<file path="src/rtl/lpi_pkg.sv">
// lpi_pkg: shared widths, controller states and command/status types
// for the linear point interpolator; no dependencies
`default_nettype none

package lpi_pkg;

  localparam int COORD_BITS = 16;
  localparam int TIME_BITS  = 16;
  localparam int DIFF_BITS  = COORD_BITS + 1;
  localparam int PROD_BITS  = COORD_BITS + TIME_BITS;
  localparam int BASE_BITS  = COORD_BITS + 2;
  localparam int DIV_STEPS  = PROD_BITS;
  localparam int CNT_BITS   = $clog2(DIV_STEPS);

  localparam logic KIND_START = 1'b0;
  localparam logic KIND_TICK  = 1'b1;

  typedef enum logic [2:0] {
    ST_IDLE,
    ST_PREP,
    ST_MUL,
    ST_DIV,
    ST_DONE
  } lpi_state_t;

  typedef struct packed {
    logic accept;
    logic prep;
    logic mul;
    logic step;
    logic finish;
  } lpi_cmd_t;

  typedef struct packed {
    logic out_free;
  } lpi_stat_t;

endpackage

`default_nettype wire

</file>
<file path="src/rtl/lpi_ctrl.sv">
// lpi_ctrl: sequencer for one request: load, difference, multiply,
// bit-serial divide, round and hand off; uses lpi_pkg
`default_nettype none

module lpi_ctrl (
  input  wire logic              clk,
  input  wire logic              rst_n,
  input  wire logic              in_valid,
  output logic                   in_stall,
  input  wire lpi_pkg::lpi_stat_t stat,
  output lpi_pkg::lpi_cmd_t      cmd
);

  lpi_pkg::lpi_state_t state_r, state_nxt;
  logic [lpi_pkg::CNT_BITS-1:0] cnt_r, cnt_nxt;
  logic last_step;

  assign last_step = (cnt_r == lpi_pkg::CNT_BITS'(lpi_pkg::DIV_STEPS - 1));

  always_ff @(posedge clk) begin
    if (!rst_n) begin
      state_r <= lpi_pkg::ST_IDLE;
      cnt_r   <= '0;
    end else begin
      state_r <= state_nxt;
      cnt_r   <= cnt_nxt;
    end
  end

  always_comb begin
    state_nxt = state_r;
    cnt_nxt   = cnt_r;
    case (state_r)
      lpi_pkg::ST_IDLE: begin
        if (in_valid) state_nxt = lpi_pkg::ST_PREP;
      end
      lpi_pkg::ST_PREP: state_nxt = lpi_pkg::ST_MUL;
      lpi_pkg::ST_MUL: begin
        state_nxt = lpi_pkg::ST_DIV;
        cnt_nxt   = '0;
      end
      lpi_pkg::ST_DIV: begin
        cnt_nxt = cnt_r + 1'b1;
        if (last_step) state_nxt = lpi_pkg::ST_DONE;
      end
      lpi_pkg::ST_DONE: begin
        if (stat.out_free) state_nxt = lpi_pkg::ST_IDLE;
      end
      default: state_nxt = lpi_pkg::ST_IDLE;
    endcase
  end

  always_comb begin
    cmd      = '0;
    in_stall = 1'b1;
    case (state_r)
      lpi_pkg::ST_IDLE: begin
        in_stall   = 1'b0;
        cmd.accept = in_valid;
      end
      lpi_pkg::ST_PREP: cmd.prep   = 1'b1;
      lpi_pkg::ST_MUL:  cmd.mul    = 1'b1;
      lpi_pkg::ST_DIV:  cmd.step   = 1'b1;
      lpi_pkg::ST_DONE: cmd.finish = stat.out_free;
      default: cmd = '0;
    endcase
  end

  a_one_cmd: assert property (@(posedge clk) disable iff (!rst_n)
    $onehot0({cmd.accept, cmd.prep, cmd.mul, cmd.step, cmd.finish}))
    else $error("more than one command");
  a_div_len: assert property (@(posedge clk) disable iff (!rst_n)
    (state_r == lpi_pkg::ST_DIV && !last_step) |=> state_r == lpi_pkg::ST_DIV)
    else $error("divide cut short");
  a_stall_busy: assert property (@(posedge clk) disable iff (!rst_n)
    cmd.accept |=> in_stall)
    else $error("accepted while busy");

endmodule

`default_nettype wire

</file>
<file path="src/rtl/lpi_dp.sv">
// lpi_dp: motion state, difference and multiply, two restoring dividers,
// rounding and output register; uses lpi_pkg, driven by lpi_ctrl
`default_nettype none

module lpi_dp (
  input  wire logic                                  clk,
  input  wire logic                                  rst_n,
  input  wire lpi_pkg::lpi_cmd_t                     cmd,
  output lpi_pkg::lpi_stat_t                         stat,
  input  wire logic                                  in_kind,
  input  wire logic signed [lpi_pkg::COORD_BITS-1:0] in_origin_x,
  input  wire logic signed [lpi_pkg::COORD_BITS-1:0] in_origin_y,
  input  wire logic signed [lpi_pkg::COORD_BITS-1:0] in_dest_x,
  input  wire logic signed [lpi_pkg::COORD_BITS-1:0] in_dest_y,
  input  wire logic        [lpi_pkg::TIME_BITS-1:0]  in_duration_ms,
  output logic                                       out_valid,
  input  wire logic                                  out_stall,
  output logic signed      [lpi_pkg::COORD_BITS-1:0] out_point_x,
  output logic signed      [lpi_pkg::COORD_BITS-1:0] out_point_y,
  output logic                                       out_active
);

  localparam int C = lpi_pkg::COORD_BITS;
  localparam int T = lpi_pkg::TIME_BITS;
  localparam int P = lpi_pkg::PROD_BITS;
  localparam int B = lpi_pkg::BASE_BITS;

  logic                 running_r;
  logic [T-1:0]         elapsed_r, span_r;
  logic signed [C-1:0]  from_x_r, from_y_r, to_x_r, to_y_r;
  logic                 neg_x_r, neg_y_r;
  logic [C-1:0]         mag_x_r, mag_y_r;
  logic [P-1:0]         quo_x_r, quo_y_r;
  logic [T-1:0]         rem_x_r, rem_y_r;
  logic                 out_valid_r, out_active_r;
  logic signed [C-1:0]  out_x_r, out_y_r;

  logic signed [lpi_pkg::DIFF_BITS-1:0] diff_x, diff_y;
  logic [T:0]           sh_x, sh_y;
  logic                 ge_x, ge_y;
  logic signed [C-1:0]  lerp_x, lerp_y;
  logic                 moving;

  function automatic logic signed [C-1:0] round_lerp(
    input logic signed [C-1:0] a,
    input logic                neg,
    input logic [C-1:0]        q,
    input logic [T-1:0]        r,
    input logic [T-1:0]        d
  );
    logic signed [B-1:0] ae, qe, base;
    logic [T-1:0]        rr;
    logic [T:0]          twice;
    logic                up;
    ae    = B'(a);
    qe    = B'({1'b0, q});
    base  = neg ? (ae - qe - B'(1)) : (ae + qe);
    rr    = neg ? (d - r) : r;
    twice = {rr, 1'b0};
    up    = base[B-1] ? (twice > {1'b0, d}) : (twice >= {1'b0, d});
    if (r == '0) begin
      round_lerp = neg ? C'(ae - qe) : C'(ae + qe);
    end else begin
      round_lerp = C'(base + B'(up));
    end
  endfunction

  assign diff_x = lpi_pkg::DIFF_BITS'(to_x_r) - lpi_pkg::DIFF_BITS'(from_x_r);
  assign diff_y = lpi_pkg::DIFF_BITS'(to_y_r) - lpi_pkg::DIFF_BITS'(from_y_r);

  assign sh_x = {rem_x_r, quo_x_r[P-1]};
  assign sh_y = {rem_y_r, quo_y_r[P-1]};
  assign ge_x = (sh_x >= {1'b0, span_r});
  assign ge_y = (sh_y >= {1'b0, span_r});

  assign lerp_x = round_lerp(from_x_r, neg_x_r, quo_x_r[C-1:0], rem_x_r, span_r);
  assign lerp_y = round_lerp(from_y_r, neg_y_r, quo_y_r[C-1:0], rem_y_r, span_r);
  assign moving = running_r && (elapsed_r < span_r);

  // motion state
  always_ff @(posedge clk) begin
    if (!rst_n) begin
      running_r <= 1'b0;
      elapsed_r <= '0;
      span_r    <= '0;
      from_x_r  <= '0;
      from_y_r  <= '0;
      to_x_r    <= '0;
      to_y_r    <= '0;
    end else if (cmd.accept) begin
      if (in_kind == lpi_pkg::KIND_START) begin
        running_r <= 1'b1;
        elapsed_r <= '0;
        span_r    <= in_duration_ms;
        from_x_r  <= in_origin_x;
        from_y_r  <= in_origin_y;
        to_x_r    <= in_dest_x;
        to_y_r    <= in_dest_y;
      end else if (elapsed_r < span_r) begin
        elapsed_r <= elapsed_r + 1'b1;
      end
    end
  end

  // difference, product and serial divide
  always_ff @(posedge clk) begin
    if (cmd.prep) begin
      neg_x_r <= diff_x[C];
      neg_y_r <= diff_y[C];
      mag_x_r <= diff_x[C] ? C'(-diff_x) : C'(diff_x);
      mag_y_r <= diff_y[C] ? C'(-diff_y) : C'(diff_y);
    end
    if (cmd.mul) begin
      quo_x_r <= P'(mag_x_r) * P'(elapsed_r);
      quo_y_r <= P'(mag_y_r) * P'(elapsed_r);
      rem_x_r <= '0;
      rem_y_r <= '0;
    end else if (cmd.step) begin
      quo_x_r <= {quo_x_r[P-2:0], ge_x};
      quo_y_r <= {quo_y_r[P-2:0], ge_y};
      rem_x_r <= ge_x ? T'(sh_x - {1'b0, span_r}) : T'(sh_x);
      rem_y_r <= ge_y ? T'(sh_y - {1'b0, span_r}) : T'(sh_y);
    end
  end

  // output register
  always_ff @(posedge clk) begin
    if (!rst_n) begin
      out_valid_r <= 1'b0;
    end else if (cmd.finish) begin
      out_valid_r <= 1'b1;
    end else if (!out_stall) begin
      out_valid_r <= 1'b0;
    end
  end

  always_ff @(posedge clk) begin
    if (cmd.finish) begin
      out_active_r <= moving;
      if (!running_r) begin
        out_x_r <= '0;
        out_y_r <= '0;
      end else if (!moving) begin
        out_x_r <= to_x_r;
        out_y_r <= to_y_r;
      end else begin
        out_x_r <= lerp_x;
        out_y_r <= lerp_y;
      end
    end
  end

  assign stat.out_free = !out_valid_r || !out_stall;
  assign out_valid     = out_valid_r;
  assign out_point_x   = out_x_r;
  assign out_point_y   = out_y_r;
  assign out_active    = out_active_r;

  a_elapsed_le_span: assert property (@(posedge clk) disable iff (!rst_n)
    elapsed_r <= span_r)
    else $error("elapsed beyond span");
  a_idle_zero: assert property (@(posedge clk) disable iff (!rst_n)
    !running_r |-> (span_r == '0 && elapsed_r == '0 && to_x_r == '0 && to_y_r == '0))
    else $error("state changed before start");
  a_active_running: assert property (@(posedge clk) disable iff (!rst_n)
    (out_valid_r && out_active_r) |-> running_r)
    else $error("active without motion");
  a_rem_bound: assert property (@(posedge clk) disable iff (!rst_n)
    (cmd.step && span_r != '0) |=> (rem_x_r < span_r && rem_y_r < span_r))
    else $error("remainder not below divisor");

endmodule

`default_nettype wire

</file>
<file path="src/rtl/linear_point_interpolator_top.sv">
// linear_point_interpolator_top: joins lpi_ctrl and lpi_dp
// depends on lpi_pkg, lpi_ctrl, lpi_dp
//
//   channel  handshake          payload
//   in       in_valid/in_stall  kind, origin_x/y, dest_x/y, duration_ms
//   out      out_valid/out_stall point_x, point_y, active
//
// each request runs load, difference, multiply, then a bit-serial restoring
// divide of the product by the duration, one bit a cycle, round and hand off
// reset: synchronous active-low, clears motion state, controller and out_valid
// a result waits in the output register; a stalled output holds the next
// request at the final step until the register frees up
`default_nettype none

module linear_point_interpolator_top (
  input  wire logic                                  clk,
  input  wire logic                                  rst_n,
  input  wire logic                                  in_valid,
  output logic                                       in_stall,
  input  wire logic                                  in_kind,
  input  wire logic signed [lpi_pkg::COORD_BITS-1:0] in_origin_x,
  input  wire logic signed [lpi_pkg::COORD_BITS-1:0] in_origin_y,
  input  wire logic signed [lpi_pkg::COORD_BITS-1:0] in_dest_x,
  input  wire logic signed [lpi_pkg::COORD_BITS-1:0] in_dest_y,
  input  wire logic        [lpi_pkg::TIME_BITS-1:0]  in_duration_ms,
  output logic                                       out_valid,
  input  wire logic                                  out_stall,
  output logic signed      [lpi_pkg::COORD_BITS-1:0] out_point_x,
  output logic signed      [lpi_pkg::COORD_BITS-1:0] out_point_y,
  output logic                                       out_active
);

  lpi_pkg::lpi_cmd_t  cmd;
  lpi_pkg::lpi_stat_t stat;

  lpi_ctrl u_ctrl (
    .clk      (clk),
    .rst_n    (rst_n),
    .in_valid (in_valid),
    .in_stall (in_stall),
    .stat     (stat),
    .cmd      (cmd)
  );

  lpi_dp u_dp (
    .clk            (clk),
    .rst_n          (rst_n),
    .cmd            (cmd),
    .stat           (stat),
    .in_kind        (in_kind),
    .in_origin_x    (in_origin_x),
    .in_origin_y    (in_origin_y),
    .in_dest_x      (in_dest_x),
    .in_dest_y      (in_dest_y),
    .in_duration_ms (in_duration_ms),
    .out_valid      (out_valid),
    .out_stall      (out_stall),
    .out_point_x    (out_point_x),
    .out_point_y    (out_point_y),
    .out_active     (out_active)
  );

endmodule

`default_nettype wire

</file>
<file path="config.mk">
export PLATFORM = sky130hd
export DESIGN_NAME = linear_point_interpolator_top
export DESIGN_NICKNAME = d
export VERILOG_FILES = /design/src/rtl/lpi_pkg.sv /design/src/rtl/lpi_ctrl.sv /design/src/rtl/lpi_dp.sv /design/src/rtl/linear_point_interpolator_top.sv
export SDC_FILE = /design/constraint.sdc
export NUM_CORES = 2
export LEC_CHECK = 0
export ABC_AREA = 1
export BUFFER_PORTS_ARGS = -buffer_cell sky130_fd_sc_hd__buf_2
export CORE_MARGIN = 2
export CORE_UTILIZATION = 55
export CTS_CLUSTER_SIZE = 16
export DETAILED_ROUTE_END_ITERATION = 8
export PLACE_DENSITY = 0.75
export SLEW_MARGIN = 20
export SYNTH_ARGS = -nofsm -noshare
export SYNTH_HDL_FRONTEND = slang
export SYNTH_SLANG_ARGS = --single-unit
export TNS_END_PERCENT = 20
</file>
<file path="constraint.sdc">
create_clock -name clk -period 18.45 [get_ports clk]
set_clock_uncertainty 0.1 [all_clocks]
set_input_delay 3.69 -clock clk [delete_from_list [all_inputs] [get_ports clk]]
set_output_delay 3.69 -clock clk [all_outputs]
set_load 0.03 [all_outputs]
</file>
Word level (Yosys, flattened, before mapping)
Index checks and enable logic that the tools add are counted.
{"block": "word_totals", "reg_bits": 269, "input_bits": 85, "out_inout_bits": 35, "elab_cells": 106}
{"block": "classes", "n_addsub": 18, "n_mul": 2, "magnitude_cmp": 7, "n_eq_ne": 10, "muxes": 35, "bitwise_logic": 1, "reduce_logical": 12}
{"cell": "2-to-1 mux 16 bit", "n": 14}
{"cell": "2-to-1 mux 32 bit", "n": 4}
{"cell": "greater-or-equal comparator 17 x 16 -> 1 bit", "n": 4}
{"cell": "multiplier 16 x 16 -> 32 bit", "n": 2}
{"cell": "subtractor 16 bit", "n": 4}
{"cell": "adder 16 x 17 -> 18 bit", "n": 2}
{"cell": "2-to-1 mux 18 bit", "n": 2}
{"cell": "subtractor 16 x 17 -> 18 bit", "n": 2}
{"cell": "subtractor 18 x 2 -> 18 bit (second input constant)", "n": 2}
{"cell": "greater-than comparator 17 x 16 -> 1 bit", "n": 2}
{"cell": "subtractor 16 x 16 -> 17 bit", "n": 2}
{"cell": "adder 16 x 1 -> 16 bit", "n": 2}
{"cell": "zero test 16 bit", "n": 2}
{"cell": "negator 16 bit", "n": 2}
{"cell": "adder 16 x 1 -> 16 bit (second input constant)", "n": 1}
{"cell": "less-than comparator 16 bit", "n": 1}
{"cell": "one-hot mux 3 bit (5 select lines)", "n": 1}
{"cell": "2-to-1 mux 1 bit", "n": 10}
{"cell": "one-hot mux 5 bit (2 select lines)", "n": 1}
{"cell": "2-to-1 mux 3 bit", "n": 3}
{"cell": "!= test 2 x 1 -> 1 bit (second input constant)", "n": 4}
{"cell": "== test 3 x 2 -> 1 bit (second input constant)", "n": 2}
{"cell": "adder 5 x 1 -> 5 bit (second input constant)", "n": 1}
{"cell": "== test 5 bit (second input constant)", "n": 1}
{"cell": "other kinds (11)", "n": 14}

Depth between registers and ports, before layout
{"block": "depth", "ltp_word": 7, "depth_mapped": 44, "ltp_nobuf": 44}

By module
A second synthesis with hierarchy kept.
{"block": "unflattened", "cells_unflattened": 5559, "area_unflattened_um2": 40370.0}
{"module": "lpi_dp", "n_inst": 1, "cells_each": 5496, "area_each_um2": 39938.3, "seq_area_each_um2": 6536.3}
{"module": "lpi_ctrl", "n_inst": 1, "cells_each": 63, "area_each_um2": 431.7, "seq_area_each_um2": 160.2}

Least setup slack after synthesis
OpenSTA, ideal clock, no wires.
{"block": "synth_timing", "path_type": "reg-to-reg", "startpoint": "register u_dp.elapsed_r[3]", "endpoint": "register u_dp.quo_x_r[21] (data pin)", "setup_ps": 253, "arrival_ps": 5737, "setup_slack_ps": 12360, "stages_incl_launch_ff": 25, "period_less_slack_ps": 6090, "cell_sequence": "dfxtp_1 > clkbuf_1 > clkbuf_1 > nand2_1 > fa_1 > fa_1 > fa_1 > inv_1 > ha_1 > fa_1 > inv_1 > fa_1 > inv_1 > ha_1 > a21oi_1 > o21ai_0 > a21oi_1 > o21ai_0 > a21oi_1 > inv_1 > a21oi_1 > o21ai_0 > or2_2 > nand3_1 > nand2_1"}
{"block": "synth_via", "elab_chain_len": 2}
{"element": "from (decl)", "line": "lpi_dp.sv:29", "rtl": "logic [T-1:0] elapsed_r, span_r;"}
{"element": "from (signal assigned)", "line": "lpi_dp.sv:100", "rtl": "elapsed_r <= elapsed_r + 1'b1;"}
{"element": "multiplier 16 x 16 -> 32 bit", "line": "lpi_dp.sv:114", "rtl": "quo_x_r <= P'(mag_x_r) * P'(elapsed_r);"}
{"element": "2-to-1 mux 32 bit", "line": "lpi_dp.sv:113", "rtl": "if (cmd.mul) begin"}
{"element": "to (signal assigned)", "line": "lpi_dp.sv:114"}
{"element": "to (signal assigned)", "line": "lpi_dp.sv:119", "rtl": "quo_x_r <= {quo_x_r[P-2:0], ge_x};"}
{"element": "to (decl)", "line": "lpi_dp.sv:33", "rtl": "logic [P-1:0] quo_x_r, quo_y_r;"}
No other way between the ends.
A chain may end at the register's enable or synchronous reset.

Worst setup path after layout
{"block": "layout_timing", "startpoint": "register u_dp.elapsed_r[3]", "endpoint": "register u_dp.quo_y_r[23] (data pin)"}
{"block": "layout_via", "elab_chain_len": 2}
{"element": "multiplier 16 x 16 -> 32 bit", "line": "lpi_dp.sv:115", "rtl": "quo_y_r <= P'(mag_y_r) * P'(elapsed_r);"}
{"element": "2-to-1 mux 32 bit", "line": "lpi_dp.sv:113"}
{"element": "to (signal assigned)", "line": "lpi_dp.sv:115"}
{"element": "to (signal assigned)", "line": "lpi_dp.sv:120", "rtl": "quo_y_r <= {quo_y_r[P-2:0], ge_y};"}
{"element": "to (decl)", "line": "lpi_dp.sv:33"}
No other way between the ends.

==> impl_metrics.csv <==
group,metric,value,unit
global_route,grt_pass1_vias,35137,
sta,timing.hold.ws,0.368,ns
logic_synthesis,ys_warn_count,0,
clocking,cts.sinks,269,
logic_synthesis,synth_top_area_frac,0.198,
outcome,status,"completed",
sta,period_needed,6.90,ns
sta,slew_viol_final,0,
logic_synthesis,avgSynthCellArea,7.19,µm²
global_route,grt_overflow,0,
logic_synthesis,netlist_instances,5588,
global_route,grtUsageTotal,0.304,
clocking,htree_levels,2,
logic_synthesis,ys_seq_elements,269,
logic_synthesis,synthFlopType,"dfxtp_1",
route,drt-total-wl,113,mm
floorplan,fp.dieArea,75200,µm²
place,place_congestion,0.961,
logic_synthesis,synth_nets,6495,
route,ant_nets,0,
route,wl_per_cell,17.3,µm
place,place_inst,6465,
sta,fmax,145,MHz
layout,post-route-util,0.585,
setup_path,crit_required,18.65,ns
logic_synthesis,synth_cell_types,66,
sta,finalHoldViolCount,0,
sta,finalSetupViolCount,0,
route,num_vias,36009,
flow_run,cap_violations,0,
setup_path,path_common_cell,"fa_1",
floorplan,coreArea,72600,µm²
logic_synthesis,synthArstFlopShare,0,
global_route,grt_pass1_wl,183,mm
logic_synthesis,netlist_area,40200,µm²
floorplan,io_pins,120,
global_route,grt_max_degree,81,
clocking,clk_pin_slew_worst_paths,0.06,ns
setup_path,cp_data_arrival_time,7.10,ns
clocking,cts.hold.buffers_added,0,
logic_synthesis,seq_area_frac_synth,0.167,
route,drt_iter0_drc,2972,
hold_path,hp-class,"flop to flop",
sta,worstMarginPinSlew,1.12,ns
place,io_buffer_count,119,
layout,drive_above_1_share,0.0627,
clocking,cts_resized,0,
power,vdd_drop_max,0.120,mV
sta,post-route-period-util,0.374,
sta,fin_ws,11.55,ns
clocking,cts_buffers,35,
power,cellLeakagePower,22.9,nW
route,viasPerCell,5.51,
route,firstDrtPassIters,7,
setup_path,max_stage_delay,0.75,ns
sta,slew_headroom,0.256,
clocking,clock_latency,0.57,ns
floorplan,die_y,274,µm
layout,fin_cells,6530,
logic_synthesis,synth_area_leader_cell,"fa_1",
setup_path,end_kind,"flop",
floorplan,die_w,274,µm
setup_path,crit_path_start_kind,"flop",
global_route,antenna_found_initial,2,
clocking,cts_tree,"done",
setup_path,crit_fanout,21,
place,dp_hpwl,89.8,mm
power,powerDensity,94.2,nW/µm²
sta,setup_tns,0,ns
clocking,clockRootBuffer,"clkbuf_16",
setup_path,setup.worst_path.class,"flop to flop",
sta,grt_setup_unrepaired,"no",
setup_path,crit_chain,"buf_4 > nand2_1 > fa_1 > fa_1 > fa_1 > inv_1 > ha_1 > fa_1 > inv_1 > fa_1 > inv_1 > ha_1 > nand2_1 > o21ai_1 > a21oi_1 > o21ai_0 > a21boi_1 > o21ai_0 > a21oi_1 > inv_1 > nand2_1 > nand3_1 > nand2_1",
place,pre_cts_ws,11.53,ns
clocking,cts_setup_buffers,0,
layout,final_nets,6450,
logic_synthesis,synth.area.top_cells,"fa_1 20%, ha_1 13%, nand2_1 13%, inv_1 10%, edfxtp_1 9.8%",
floorplan,initial_core_util,0.554,
logic_synthesis,synth_edf_count,131,
floorplan,rows,99,
route,route.detailed.drc,0,
clocking,clockBufferDepth,3,
layout,syn_to_final_growth,5.66,%
setup_path,cp_slowest_cell,"dfxtp_1",
[kinds of logic after synthesis]
| family | after synthesis | synth area share |
|---|---|---|
| AOI/OAI and AO/OA | 862 | 0.116 |
| adders and majority gates | 822 | 0.330 |
| DFF | 269 | 0.167 |
| xor gates and xnor gates | 150 | 0.0327 |
| buffers and inverters | 1363 | 0.129 |
| and+or+nand+nor | 2122 | 0.225 |
[cells in the final DEF (no fill, tap or decap), types with 7 or more instances in the layout]
cell type and count:
nand4_1 58, nand3b_1 10, buf_4 30, xnor2_1 66, buf_2 119, a31oi_1 22, dfxtp_1 138, nor2_1 265
nor4_1 14, o21ai_0 338, o21bai_1 14, nor3_1 52, a21o_1 12, nand2_1 1363, o21a_1 9, o31ai_1 10
a21oi_1 374, xor2_1 84, nand3_2 20, o211ai_1 13, inv_2 15, clkbuf_16 36, fa_1 398, clkbuf_8 7
clkinv_1 9, nor2_2 12, ha_1 424, nor2_4 16, or2_2 28, inv_1 1109, nand3_1 234, nand2_2 33
o21ai_1 20, edfxtp_1 131
[power breakdown]
group	internal, W	switching (W)
Clock	0.000404	0.000295
Sequential	0.000760	0.000214
Combinational	0.000786	0.00154
Total	0.00195	0.00205
[metrics by stage]
step	total power (W)	instance area [µm²]
floorplan	0.00266	40200
global placement	0.00321	41300
detailed placement	0.00325	41300
CTS	0.00396	42400
global route	0.00432	42500
finish	0.00400	42500
[synth_stat cells (4+ instances only)]
| master | number |
|---|---|
| buf_2 | 13 |
| nor2_4 | 13 |
| a21oi_1 | 374 |
| clkinv_1 | 7 |
| a221oi_1 | 5 |
| o21ai_0 | 338 |
| o21bai_1 | 14 |
| nand3b_1 | 10 |
| a21oi_2 | 4 |
| inv_1 | 1109 |
| dfxtp_1 | 138 |
| buf_1 | 15 |
| nor2_2 | 12 |
| a31oi_1 | 22 |
| inv_2 | 15 |
| or2_2 | 28 |
| nand3_2 | 20 |
| nand2_2 | 33 |
| fa_1 | 398 |
| buf_4 | 7 |
| xor2_1 | 84 |
| nand3_1 | 234 |
| ha_1 | 424 |
| o2111ai_1 | 4 |
| a211oi_1 | 6 |
| xnor2_1 | 66 |
| nor2_1 | 268 |
| nand4_1 | 58 |
| nor3_1 | 52 |
| o211ai_1 | 13 |
| buf_6 | 5 |
| o21a_1 | 9 |
| clkbuf_1 | 191 |
| a21o_1 | 12 |
| a21boi_1 | 5 |
| o21ai_1 | 20 |
| nor4_1 | 14 |
| o22ai_1 | 6 |
| nand2_1 | 1364 |
| edfxtp_1 | 131 |
| o31ai_1 | 10 |
[layout make-up]
cell class                      count  area [µm²]
Multi-Input combinational cell   3956       28300
Inverter                         1132        4250
Clock inverter                     15         146
Timing Repair Buffer              149         821
Tap cell                          959        1200
Clock buffer                       49        1020
Sequential cell                   269        6700
Antenna cell                        1        2.50
Fill cell                        6845       30100
[registers in the layout, indices dropped and copies added (netlist names), 3 cells and up]
| register | count |
|---|---|
| u_dp.rem_x_r | 16 |
| u_dp.out_point_y | 16 |
| u_dp.from_y_r | 16 |
| u_dp.from_x_r | 16 |
| u_dp.span_r | 16 |
| u_dp.mag_y_r | 16 |
| u_ctrl.state_r | 3 |
| u_ctrl.cnt_r | 5 |
| u_dp.to_y_r | 16 |
| u_dp.mag_x_r | 16 |
| u_dp.quo_x_r | 32 |
| u_dp.to_x_r | 16 |
| u_dp.out_point_x | 16 |
| u_dp.rem_y_r | 16 |
| u_dp.quo_y_r | 32 |
| u_dp.elapsed_r | 16 |
[per-layer routing]
layer / vias up / GRT usage / routed length (µm) / part of all wire
met1: 17153 / 0.417 / 49600 / 0.44
met5: - / 0 / 14 / 0.00012
li1: 17411 / - / - / -
met4: 2 / 0.0841 / 3270 / 0.029
met3: 190 / 0.0380 / 7850 / 0.069
met2: 1253 / 0.506 / 52400 / 0.46
[critical path, delay by kind of cell (launching register included)]
family | cells | cell delay (ns)
AOI/OAI and AO/OA | 6 | 1.64
buffers and inverters | 5 | 0.61
adders and majority gates | 7 | 3.17
and+or+nand+nor | 5 | 0.37
DFF | 1 | 0.75
[worst paths after layout]
path | start | slack [ns] | to | cells after the start
worst max-delay path | u_dp.elapsed_r[3] | 11.55 | u_dp.quo_y_r[23] | 23
worst min-delay path | u_ctrl.cnt_r[3] | 0.37 | u_ctrl.cnt_r[3] | 2
worst max register to register | u_dp.elapsed_r[3] | 11.55 | u_dp.quo_y_r[23] | 23
worst min register to register | u_ctrl.cnt_r[3] | 0.37 | u_ctrl.cnt_r[3] | 2
No activity file was read; power rests on OpenSTA's default activity.
